## config.mk

```make
export PLATFORM = sky130hd
export DESIGN_NAME = bounded_unique_list_engine_top
export DESIGN_NICKNAME = d
export VERILOG_FILES = /design/src/rtl/core/bule_pkg.sv /design/src/rtl/core/bounded_unique_list_engine_top.sv /design/src/rtl/core/bule_ctrl.sv /design/src/rtl/core/bule_dp.sv
export SDC_FILE = /design/constraint.sdc
export NUM_CORES = 1
export LEC_CHECK = 0
export ABC_AREA = 1
export BUFFER_PORTS_ARGS = -buffer_cell sky130_fd_sc_hd__buf_2
export CAP_MARGIN = 20
export CORE_ASPECT_RATIO = 1.4
export CORE_MARGIN = 4
export CORE_UTILIZATION = 46
export DETAILED_ROUTE_END_ITERATION = 8
export GPL_ROUTABILITY_DRIVEN = 0
export GPL_TIMING_DRIVEN = 0
export HOLD_SLACK_MARGIN = 0.08
export PLACE_DENSITY = 0.67
export SKIP_LAST_GASP = 1
export SLEW_MARGIN = 5
export SYNTH_ARGS = -nofsm -noshare
export SYNTH_HDL_FRONTEND = slang
export SYNTH_HIERARCHICAL = 1
export SYNTH_SLANG_ARGS = --single-unit
```

## constraint.sdc

```tcl
create_clock -name clk_i -period 6.64 [get_ports clk_i]
set_input_delay 0.332 -clock clk_i [delete_from_list [all_inputs] [get_ports clk_i]]
set_output_delay 0.332 -clock clk_i [all_outputs]
set_load 0.02 [all_outputs]
```

## src/rtl/core/bule_pkg.sv

```systemverilog
// ----------------------------------------------------------------------------
// bule_pkg
// Shared types and codes for the bounded unique list engine.
// ----------------------------------------------------------------------------
package bule_pkg;

  localparam int unsigned ReqW    = 2;
  localparam int unsigned ValueW  = 32;
  localparam int unsigned StatusW = 2;
  localparam int unsigned HitW    = 3;
  localparam int unsigned OrderW  = 2;
  localparam int unsigned CountW  = 4;
  localparam int unsigned InDataW  = 40;
  localparam int unsigned OutDataW = 16;

  typedef enum logic [ReqW-1:0] {
    REQ_INSERT = 2'd0,
    REQ_SEARCH = 2'd1,
    REQ_FILTER = 2'd2,
    REQ_ORDER  = 2'd3
  } req_e;

  typedef enum logic [StatusW-1:0] {
    ST_OK        = 2'd0,
    ST_DUPLICATE = 2'd1,
    ST_FULL      = 2'd2,
    ST_NOT_FOUND = 2'd3
  } status_e;

  typedef enum logic [OrderW-1:0] {
    ORD_UNSORTED   = 2'd0,
    ORD_ASCENDING  = 2'd1,
    ORD_DESCENDING = 2'd2
  } order_e;

  typedef enum logic [1:0] {
    S_IDLE,
    S_WALK,
    S_FIN
  } state_e;

  typedef struct packed {
    logic start;
    logic step;
    logic finish;
  } ctrl_cmd_t;

  typedef struct packed {
    logic walk_done;
    logic out_free;
  } dp_status_t;

endpackage

```

## src/rtl/core/bounded_unique_list_engine_top.sv

```systemverilog
// ----------------------------------------------------------------------------
// bounded_unique_list_engine_top
// Bounded list of signed 32-bit values: unique insert, search, parity filter,
// order check. One result per request.
// ----------------------------------------------------------------------------
// Usage:
//   Requests enter on s_axis (tuser = request kind, tdata = value, keep_even).
//   Each request yields one result on m_axis (tuser = status, tdata = hit
//   index, order code, entry count).
//   One request is in work at a time. After acceptance the entry walk reads
//   one entry per cycle from the single read port of the entry memory, whose
//   read data is registered; then the request commits in its commit state,
//   and the result is valid on the edge after the commit.
//   The result sits in an output register; the next request is accepted
//   while it waits. If the receiver stalls, the following request stops in
//   its commit cycle until the output register is free.
//   Reset empties the list (fill count 0) and drops any pending result.
// ----------------------------------------------------------------------------
module bounded_unique_list_engine_top #(
  parameter int unsigned DEPTH = 8
) (
  input  logic        clk_i,
  input  logic        rst_ni,
  input  logic        s_axis_tvalid,
  output logic        s_axis_tready,
  input  logic [39:0] s_axis_tdata,  // [31:0] value, [32] keep_even
  input  logic [1:0]  s_axis_tuser,  // [1:0] req_type
  output logic        m_axis_tvalid,
  input  logic        m_axis_tready,
  output logic [15:0] m_axis_tdata,  // [2:0] hit_index, [4:3] order_code,
                                     // [8:5] entry_count
  output logic [1:0]  m_axis_tuser   // [1:0] status
);
  import bule_pkg::*;

  ctrl_cmd_t          cmd;
  dp_status_t         dp_status;
  logic [StatusW-1:0] status;
  logic [HitW-1:0]    hit_index;
  logic [OrderW-1:0]  order_code;
  logic [CountW-1:0]  entry_count;

  bule_ctrl u_ctrl (
    .clk_i       (clk_i),
    .rst_ni      (rst_ni),
    .req_valid_i (s_axis_tvalid),
    .req_ready_o (s_axis_tready),
    .status_i    (dp_status),
    .cmd_o       (cmd)
  );

  bule_dp #(
    .DEPTH (DEPTH)
  ) u_dp (
    .clk_i             (clk_i),
    .rst_ni            (rst_ni),
    .cmd_i             (cmd),
    .status_o          (dp_status),
    .req_type_i        (s_axis_tuser),
    .value_i           (s_axis_tdata[31:0]),
    .keep_even_i       (s_axis_tdata[32]),
    .out_valid_o       (m_axis_tvalid),
    .out_ready_i       (m_axis_tready),
    .out_status_o      (status),
    .out_hit_index_o   (hit_index),
    .out_order_code_o  (order_code),
    .out_entry_count_o (entry_count)
  );

  assign m_axis_tuser = status;
  assign m_axis_tdata = {7'd0, entry_count, order_code, hit_index};

endmodule

```

## src/rtl/core/bule_ctrl.sv

```systemverilog
// ----------------------------------------------------------------------------
// bule_ctrl
// Request sequencer: accept, walk the stored entries, commit the result.
// ----------------------------------------------------------------------------
module bule_ctrl (
  input  logic                  clk_i,
  input  logic                  rst_ni,
  input  logic                  req_valid_i,
  output logic                  req_ready_o,
  input  bule_pkg::dp_status_t  status_i,
  output bule_pkg::ctrl_cmd_t   cmd_o
);
  import bule_pkg::*;

  state_e state_q, state_d;

  always_ff @(posedge clk_i or negedge rst_ni) begin
    if (!rst_ni) begin
      state_q <= S_IDLE;
    end else begin
      state_q <= state_d;
    end
  end

  always_comb begin
    state_d     = state_q;
    req_ready_o = 1'b0;
    cmd_o       = '0;
    unique case (state_q)
      S_IDLE: begin
        req_ready_o = 1'b1;
        if (req_valid_i) begin
          cmd_o.start = 1'b1;
          state_d     = S_WALK;
        end
      end
      S_WALK: begin
        cmd_o.step = 1'b1;
        if (status_i.walk_done) begin
          state_d = S_FIN;
        end
      end
      S_FIN: begin
        if (status_i.out_free) begin
          cmd_o.finish = 1'b1;
          state_d      = S_IDLE;
        end
      end
      default: begin
        state_d = S_IDLE;
      end
    endcase
  end

  assert property (@(posedge clk_i) disable iff (!rst_ni)
    cmd_o.start |=> state_q == S_WALK)
    else $error("start did not enter walk");

  assert property (@(posedge clk_i) disable iff (!rst_ni)
    cmd_o.finish |=> state_q == S_IDLE)
    else $error("finish did not return to idle");

  assert property (@(posedge clk_i) disable iff (!rst_ni)
    $onehot0({cmd_o.start, cmd_o.step, cmd_o.finish}))
    else $error("overlapping commands");

endmodule

```

## src/rtl/core/bule_dp.sv

```systemverilog
// ----------------------------------------------------------------------------
// bule_dp
// Entry memory, walk pointers, match/filter/order evaluation, result register.
// ----------------------------------------------------------------------------
module bule_dp #(
  parameter int unsigned DEPTH = 8
) (
  input  logic                              clk_i,
  input  logic                              rst_ni,
  input  bule_pkg::ctrl_cmd_t               cmd_i,
  output bule_pkg::dp_status_t              status_o,
  input  logic [bule_pkg::ReqW-1:0]         req_type_i,
  input  logic signed [bule_pkg::ValueW-1:0] value_i,
  input  logic                              keep_even_i,
  output logic                              out_valid_o,
  input  logic                              out_ready_i,
  output logic [bule_pkg::StatusW-1:0]      out_status_o,
  output logic [bule_pkg::HitW-1:0]         out_hit_index_o,
  output logic [bule_pkg::OrderW-1:0]       out_order_code_o,
  output logic [bule_pkg::CountW-1:0]       out_entry_count_o
);
  import bule_pkg::*;

  localparam int unsigned CntW = $clog2(DEPTH + 1);
  localparam int unsigned IdxW = $clog2(DEPTH);

  logic signed [ValueW-1:0] mem [DEPTH];
  logic signed [ValueW-1:0] rdata_q;
  logic                     we;
  logic [IdxW-1:0]          waddr;
  logic signed [ValueW-1:0] wdata;

  logic [CntW-1:0]          count_q, count_d;
  logic [CntW-1:0]          rd_idx_q, rd_idx_d;
  logic [IdxW-1:0]          ev_idx_q, ev_idx_d;
  logic                     rvalid_q, rvalid_d;
  logic [CntW-1:0]          kept_q, kept_d;
  logic                     found_q, found_d;
  logic [IdxW-1:0]          hit_q, hit_d;
  logic                     asc_q, asc_d;
  logic                     des_q, des_d;
  logic signed [ValueW-1:0] prev_q, prev_d;
  req_e                     req_q;
  logic signed [ValueW-1:0] value_q;
  logic                     keep_even_q;

  logic                     out_valid_q;
  logic [StatusW-1:0]       res_status;
  logic [IdxW-1:0]          res_hit;
  logic [OrderW-1:0]        res_order;
  logic [CntW-1:0]          res_count;
  logic [StatusW-1:0]       out_status_q;
  logic [HitW-1:0]          out_hit_q;
  logic [OrderW-1:0]        out_order_q;
  logic [CountW-1:0]        out_count_q;

  logic                     list_full;
  logic                     rd_more;
  logic                     eq_hit;
  logic                     keep_it;

  assign list_full = (count_q == CntW'(DEPTH));
  assign rd_more   = (rd_idx_q != count_q);
  assign eq_hit    = (rdata_q == value_q);
  assign keep_it   = rdata_q[0] ^ keep_even_q;

  assign status_o.walk_done = !rd_more && !rvalid_q;
  assign status_o.out_free  = !out_valid_q || out_ready_i;

  always_ff @(posedge clk_i) begin
    if (we) begin
      mem[waddr] <= wdata;
    end
    rdata_q <= mem[rd_idx_q[IdxW-1:0]];
  end

  // walk and evaluation
  always_comb begin
    rd_idx_d = rd_idx_q;
    ev_idx_d = ev_idx_q;
    rvalid_d = 1'b0;
    kept_d   = kept_q;
    found_d  = found_q;
    hit_d    = hit_q;
    asc_d    = asc_q;
    des_d    = des_q;
    prev_d   = prev_q;
    we       = 1'b0;
    waddr    = kept_q[IdxW-1:0];
    wdata    = rdata_q;
    if (cmd_i.start) begin
      rd_idx_d = '0;
      kept_d   = '0;
      found_d  = 1'b0;
      hit_d    = '0;
      asc_d    = 1'b1;
      des_d    = 1'b1;
    end else if (cmd_i.step) begin
      if (rd_more) begin
        rd_idx_d = rd_idx_q + 1'b1;
        ev_idx_d = rd_idx_q[IdxW-1:0];
        rvalid_d = 1'b1;
      end
      if (rvalid_q) begin
        case (req_q)
          REQ_INSERT: begin
            if (eq_hit && !found_q) begin
              found_d = 1'b1;
              hit_d   = ev_idx_q;
            end
          end
          REQ_SEARCH: begin
            if (eq_hit) begin
              found_d = 1'b1;
              hit_d   = ev_idx_q;
            end
          end
          REQ_FILTER: begin
            if (keep_it) begin
              we     = 1'b1;
              kept_d = kept_q + 1'b1;
            end
          end
          default: begin
            if (ev_idx_q != '0) begin
              if (rdata_q < prev_q) asc_d = 1'b0;
              if (prev_q < rdata_q) des_d = 1'b0;
            end
            prev_d = rdata_q;
          end
        endcase
      end
    end else if (cmd_i.finish) begin
      if (req_q == REQ_INSERT && !list_full && !found_q) begin
        we    = 1'b1;
        waddr = count_q[IdxW-1:0];
        wdata = value_q;
      end
    end
  end

  // result of the finished request
  always_comb begin
    res_status = ST_OK;
    res_hit    = '0;
    res_order  = ORD_UNSORTED;
    res_count  = count_q;
    case (req_q)
      REQ_INSERT: begin
        if (list_full) begin
          res_status = ST_FULL;
        end else if (found_q) begin
          res_status = ST_DUPLICATE;
          res_hit    = hit_q;
        end else begin
          res_count = count_q + 1'b1;
        end
      end
      REQ_SEARCH: begin
        if (found_q) begin
          res_hit = hit_q;
        end else begin
          res_status = ST_NOT_FOUND;
        end
      end
      REQ_FILTER: begin
        res_count = kept_q;
      end
      default: begin
        if (asc_q) begin
          res_order = ORD_ASCENDING;
        end else if (des_q) begin
          res_order = ORD_DESCENDING;
        end
      end
    endcase
  end

  assign count_d = cmd_i.finish ? res_count : count_q;

  always_ff @(posedge clk_i or negedge rst_ni) begin
    if (!rst_ni) begin
      count_q     <= '0;
      rd_idx_q    <= '0;
      ev_idx_q    <= '0;
      rvalid_q    <= 1'b0;
      kept_q      <= '0;
      found_q     <= 1'b0;
      hit_q       <= '0;
      asc_q       <= 1'b1;
      des_q       <= 1'b1;
      out_valid_q <= 1'b0;
    end else begin
      count_q  <= count_d;
      rd_idx_q <= rd_idx_d;
      ev_idx_q <= ev_idx_d;
      rvalid_q <= rvalid_d;
      kept_q   <= kept_d;
      found_q  <= found_d;
      hit_q    <= hit_d;
      asc_q    <= asc_d;
      des_q    <= des_d;
      if (cmd_i.finish) begin
        out_valid_q <= 1'b1;
      end else if (out_ready_i) begin
        out_valid_q <= 1'b0;
      end
    end
  end

  always_ff @(posedge clk_i) begin
    prev_q <= prev_d;
    if (cmd_i.start) begin
      req_q       <= req_e'(req_type_i);
      value_q     <= value_i;
      keep_even_q <= keep_even_i;
    end
    if (cmd_i.finish) begin
      out_status_q <= res_status;
      out_hit_q    <= HitW'(res_hit);
      out_order_q  <= res_order;
      out_count_q  <= CountW'(res_count);
    end
  end

  assign out_valid_o       = out_valid_q;
  assign out_status_o      = out_status_q;
  assign out_hit_index_o   = out_hit_q;
  assign out_order_code_o  = out_order_q;
  assign out_entry_count_o = out_count_q;

  assert property (@(posedge clk_i) disable iff (!rst_ni)
    count_q <= CntW'(DEPTH))
    else $error("fill count beyond depth");

  assert property (@(posedge clk_i) disable iff (!rst_ni)
    cmd_i.step |-> rd_idx_q <= count_q)
    else $error("read pointer beyond fill count");

  assert property (@(posedge clk_i) disable iff (!rst_ni)
    (cmd_i.step && rvalid_q) |-> kept_q <= CntW'(ev_idx_q))
    else $error("filter write overtakes read");

  assert property (@(posedge clk_i) disable iff (!rst_ni)
    cmd_i.finish |=> out_valid_q)
    else $error("result not presented after finish");

endmodule

```

# Word-level counts from Yosys, hierarchy flattened
# Memories as Yosys holds them, arrays and structs flattened. A register that Yosys moved wholly into a read port is not among the register bits.
# Cells that the tools add are included.
dict set report word_totals {
  reg_bits 103
  mem_bits_rw 256
  in_bits 46
  mem_count 1
}
dict set report op_classes {
  add_sub_neg 3
  n_lt_le_gt_ge 2
  eq_ne 13
  mux 76
  bitwise 3
  reduce_logical 33
}
# name words width rd rd_ports_with_merged_regs write_ports line
set memory_table {}
lappend memory_table {u_dp.mem 8 32 1 1 1 bule_dp.sv:27} ;# logic signed [ValueW-1:0] mem [DEPTH];
# cell count
set op_table {}
lappend op_table {{$mux 32} 4}
lappend op_table {{$lt 32x32->1} 2}
lappend op_table {{$mux 4} 10}
lappend op_table {{$mux 1} 39}
lappend op_table {{$mux 3} 11}
lappend op_table {{$eq 32x32->1} 1}
lappend op_table {{$reduce_bool 2->1} 9}
lappend op_table {{$reduce_and 5->1} 3}
lappend op_table {{$add 4x1->4 const B} 3}
lappend op_table {{$mux 2} 6}
lappend op_table {{$pmux 3 s2} 2}
lappend op_table {{$pmux 4 s2} 1}
lappend op_table {{$reduce_and 4->1} 2}
lappend op_table {{$ne 2x2->1 const B} 3}
lappend op_table {{$ne 3x2->1 const B} 2}
lappend op_table {{$pmux 2 s3} 1}
lappend op_table {{$reduce_and 3->1} 2}
lappend op_table {{$reduce_bool 3->1} 2}
lappend op_table {{$logic_not 1->1} 5}
lappend op_table {{$eq 2x1->1 const B} 2}
lappend op_table {{$eq 2x2->1 const B} 2}
lappend op_table {{$eq 4x4->1 const B} 1}
lappend op_table {{$logic_and 1x1->1} 4}
lappend op_table {{$logic_not 2->1} 2}
lappend op_table {{10 further kinds} 11}

# Longest topological paths before layout
dict set report logic_depth {
  word_depth 10
  depth_mapped 17
  depth_no_buf 17
}

# By module
# Netlist, hierarchy kept.
# module instances cells_per_inst area_each_um2
set modules_own_cells {}
lappend modules_own_cells {bule_dp 1 1368 16275.6}
lappend modules_own_cells {bule_ctrl 1 17 112.6}
lappend modules_own_cells {bounded_unique_list_engine_top 1 8 56.3}

# Worst setup path before layout
# Ideal clock, no wire load.
dict set report synth_path {
  kind {reg-to-reg}
  startpoint {register u_ctrl.state_q[0]}
  endpoint {memory u_dp.mem[0][0], enable pin}
  arrival_time_ns 3.542
  required_time_ns 6.219
  setup_slack_ns 2.677
  path_stages_with_launch 10
  synth_period_minus_slack_ns 3.963
  path_cell_list {dfrtp_1 nor2_2 nand2_1 inv_1 nor2_1 nand3_2 nor2_8 o21ai_1 nand2_1 nor2_1}
}
# element line
set synth_lines {}
lappend synth_lines {{start, declared} bule_ctrl.sv:15} ;# state_e state_q, state_d;
lappend synth_lines {{start signal, assigned} bule_ctrl.sv:21} ;# state_q <= state_d;
lappend synth_lines {{end, declared} bule_dp.sv:27}

==> flow_metrics.tcl <==
set metrics [dict create \
    crit_path_end_kind "flip-flop" \
    cts_root_buf "clkbuf_16" \
    clock_latency_ps 530 \
    synth_top_family_by_area "simple AND/OR/NAND/NOR gates" \
    setup_tns_ps 0 \
    drt_iter0_drc 953 \
    syn-instance-count 1393 \
    synth_edf_count 334 \
    synth_area_per_cell_um2 11.8 \
    synth_top_cell_area_share_pct 61.0 \
    max_freq_ghz 0.272 \
    cts.clk_slew.worst_paths_ps 60 \
    crit_required_ps 6860 \
    worstPathMaxFanout 17 \
    max-slew-margin-rel_pct 38.7 \
    cp_slowest_cell "nor2_1" \
    grt_pass1_vias 11000 \
    grt_max_degree 30 \
    grt_busiest_layer "met2" \
    peakVddDrop_v 0.000228 \
    async_flop_share_pct 6.39 \
    drive_above_1_share_pct 14.5 \
    drc 0 \
    synth.most_common_cell "edfxtp_1" \
    startpoint "u_ctrl/state_q[0]" \
    period_share_pct 55.4 \
    yosysSeqAreaShare_pct 68.7 \
    rows 81 \
    finalMaxSlewViolations 0 \
    dpl.hpwl_mm 29.2 \
    io_buffers 51 \
    synth-compound-area-share_pct 10.1 \
    die-area_um2 38900 \
    gr-usage-met3_pct 3.05 \
    num_vias 11100 \
    grt_pass1_wl_mm 63.7 \
    start_util_pct 46.8 \
    critical_path.cell_chain "inv_1, nand2_1, nor2_1, buf_2, nand3_2, nor2_8, nand2_1, o21ai_1, nand2_1, nor2_4, buf_16" \
    core_area_um2 35200 \
    synth_fa_ha_area_share_pct 3.04 \
    synth-simple-area-share_pct 12.4 \
    p_total_uw 7750 \
    synthTopCellsByCount "edfxtp_1 (334), nor2_1 (274), o21ai_0 (151)" \
    cts_tree "yes" \
    hold_path.class "in -> async" \
    synth_seq_cells 391 \
    firstDrtPassIters 6 \
    synthToLayoutAreaGrowth_pct 17.1 \
    muxShareOfSynthArea_pct 0 \
    fin_crit_ps 3680 \
    arrival_ps 3900 \
    antennaDiodeCount 0 \
    critPathKind "reg -> reg" \
    synthFlopType "edfxtp_1" \
    antenna_left 0 \
    r2r_cells 11 \
    cts_buffers 38 \
    outcome "completed" \
    fin_skew_ps 19.7 \
    finalHoldViolCount 0 \
    grt_use_met2_pct 37.7 \
    max_cap_violations 0 \
    clockBufferDepth 3 \
    whs_ps 324 \
    drt-vias-per-instance 5.48 \
    power.leakage_uw 0.00712 \
    synth_area_um2 16400 \
    netlist.top_cell.by_area "edfxtp_1" \
    clock-sinks 391 \
    die_w_um 168 \
    drt-wirelength-per-cell_um 20.6 \
    placed_area_um2 17600 \
    grtUsageMet1_pct 26.3 \
    grt.total_usage_pct 21.4 \
    rsz0062_at_grt "false" \
    rr_endpoint "u_dp/mem[4][10]" \
    synth_xor_area_share_pct 1.07 \
    synth_area_leaders "edfxtp_1 (61%), nor2_1 (6.3%), o21ai_0 (4.6%)" \
    antenna_found_initial 0 \
    synth_cell_types 44 \
    drt-total-wl_mm 41.7 \
    globalRouteOverflowTotal 0 \
    powerDensity_nw_per_um2 403 \
    setup_violations 0 \
    yosysWarnings 6 \
    die_h_um 232 \
    ctsResizeCount 0 \
    r2r_slack_ps 2960 \
    worst_setup_path_start_kind "flip-flop" \
    cts.htree.levels 2 \
    worstMarginPinSlew_ps 910 \
    path_common_cell "nand2_1" \
    reg2reg_from "u_ctrl/state_q[0]" \
    fin_area_um2 19300 \
    fin_nets 1624 \
    io_pins 66 \
    cpPeakStageDelay_ps 660 \
]
==> where the power goes <==
part	total, uW	internal [uW]	switching, uW
Combinational	2230	684	1550
Clock	2150	1260	888
Sequential	3370	3190	179
Total	7750	5140	2610
==> cell usage in the layout (no fill, tap or decap), types with 38 or more instances in the layout <==
cell type / instances
inv_1: 91
nand2_1: 144
buf_2: 72
ha_1: 40
o21ai_0: 151
nor2_1: 265
clkbuf_16: 41
edfxtp_1: 334
dlygate4sd3_1: 38
o22ai_1: 38
==> worst max-delay path, delay by kind of cell (launching register included) <==
kind	cells	cell delay (ps)
buf+inv	3	700
compound gates	1	120
simple gates	7	2100
flops	1	420
==> kinds of logic after synthesis <==
group	count (synthesis)
other	1
and+or+nand+nor	496
DFF	391
buffers and inverters	162
adders and majority gates	40
AOI/OAI and AO/OA	283
xor gates and xnor gates	20
==> routing by layer <==
layer	part of all wire, %	wire, um	vias to the layer above
met3	7.0	2920	97
met5	0	0	-
met2	50	21000	480
met4	3.9	1620	0
li1	-	-	5166
met1	39	16200	5357
==> through the flow <==
step                cells  setup slack (ps)  utilization, %
global route         2024              2630            54.8
global placement     1906               595            49.2
CTS                  2024              2910            54.8
finish               2024              2960            54.8
floorplan            1399              2680               -
detailed placement   1916              2930            50.1
==> how the worst max path moves through the flow <==
| stage | endpoint | depth (start not counted) |
|---|---|---|
| 6_report | u_dp/mem[4][10] | 11 |
| 5_1_grt | u_dp/mem[4][10] | 11 |
| 4_1_cts | u_dp/mem[4][10] | 11 |
| 3_5_place_dp | u_dp/mem[4][9] | 13 |
| 3_3_place_gp | u_dp/mem[4][9] | 9 |
| 2_1_floorplan | u_dp/mem[0][0] | 9 |
==> area by class of cell <==
| cell class | count | area [um2] |
|---|---|---|
| inverters | 95 | 358 |
| clock buffers | 54 | 1120 |
| fillers | 2857 | 15900 |
| well taps | 456 | 571 |
| repair buffers | 99 | 896 |
| clock inverters | 16 | 134 |
| flip-flops and latches | 391 | 11300 |
| plain buffers | 67 | 404 |
| multi-input cells | 846 | 4470 |
==> sequential cells by signal, summed over array words and instances (netlist names), 3 cells and up <==
| register | cells |
|---|---|
| u_dp/kept_q | 4 |
| u_dp/out_hit_index_o | 3 |
| u_dp/rdata_q | 32 |
| u_dp/hit_q | 3 |
| u_dp/value_q | 32 |
| u_dp/count_q | 4 |
| u_dp/out_entry_count_o | 4 |
| u_dp/ev_idx_q | 3 |
| u_dp/mem | 256 |
| u_dp/rd_idx_q | 4 |
| u_dp/prev_q | 32 |
==> what timing repair did <==
| item | 4_1_cts | 5_1_grt |
|---|---|---|
| buffers inserted | 0 | 0 |
| endpoints found under the hold margin | 60 | 0 |
| hold buffers | 38 | 0 |
| setup endpoints to repair | 0 | 0 |
No activity file was read; power rests on OpenSTA's default activity.
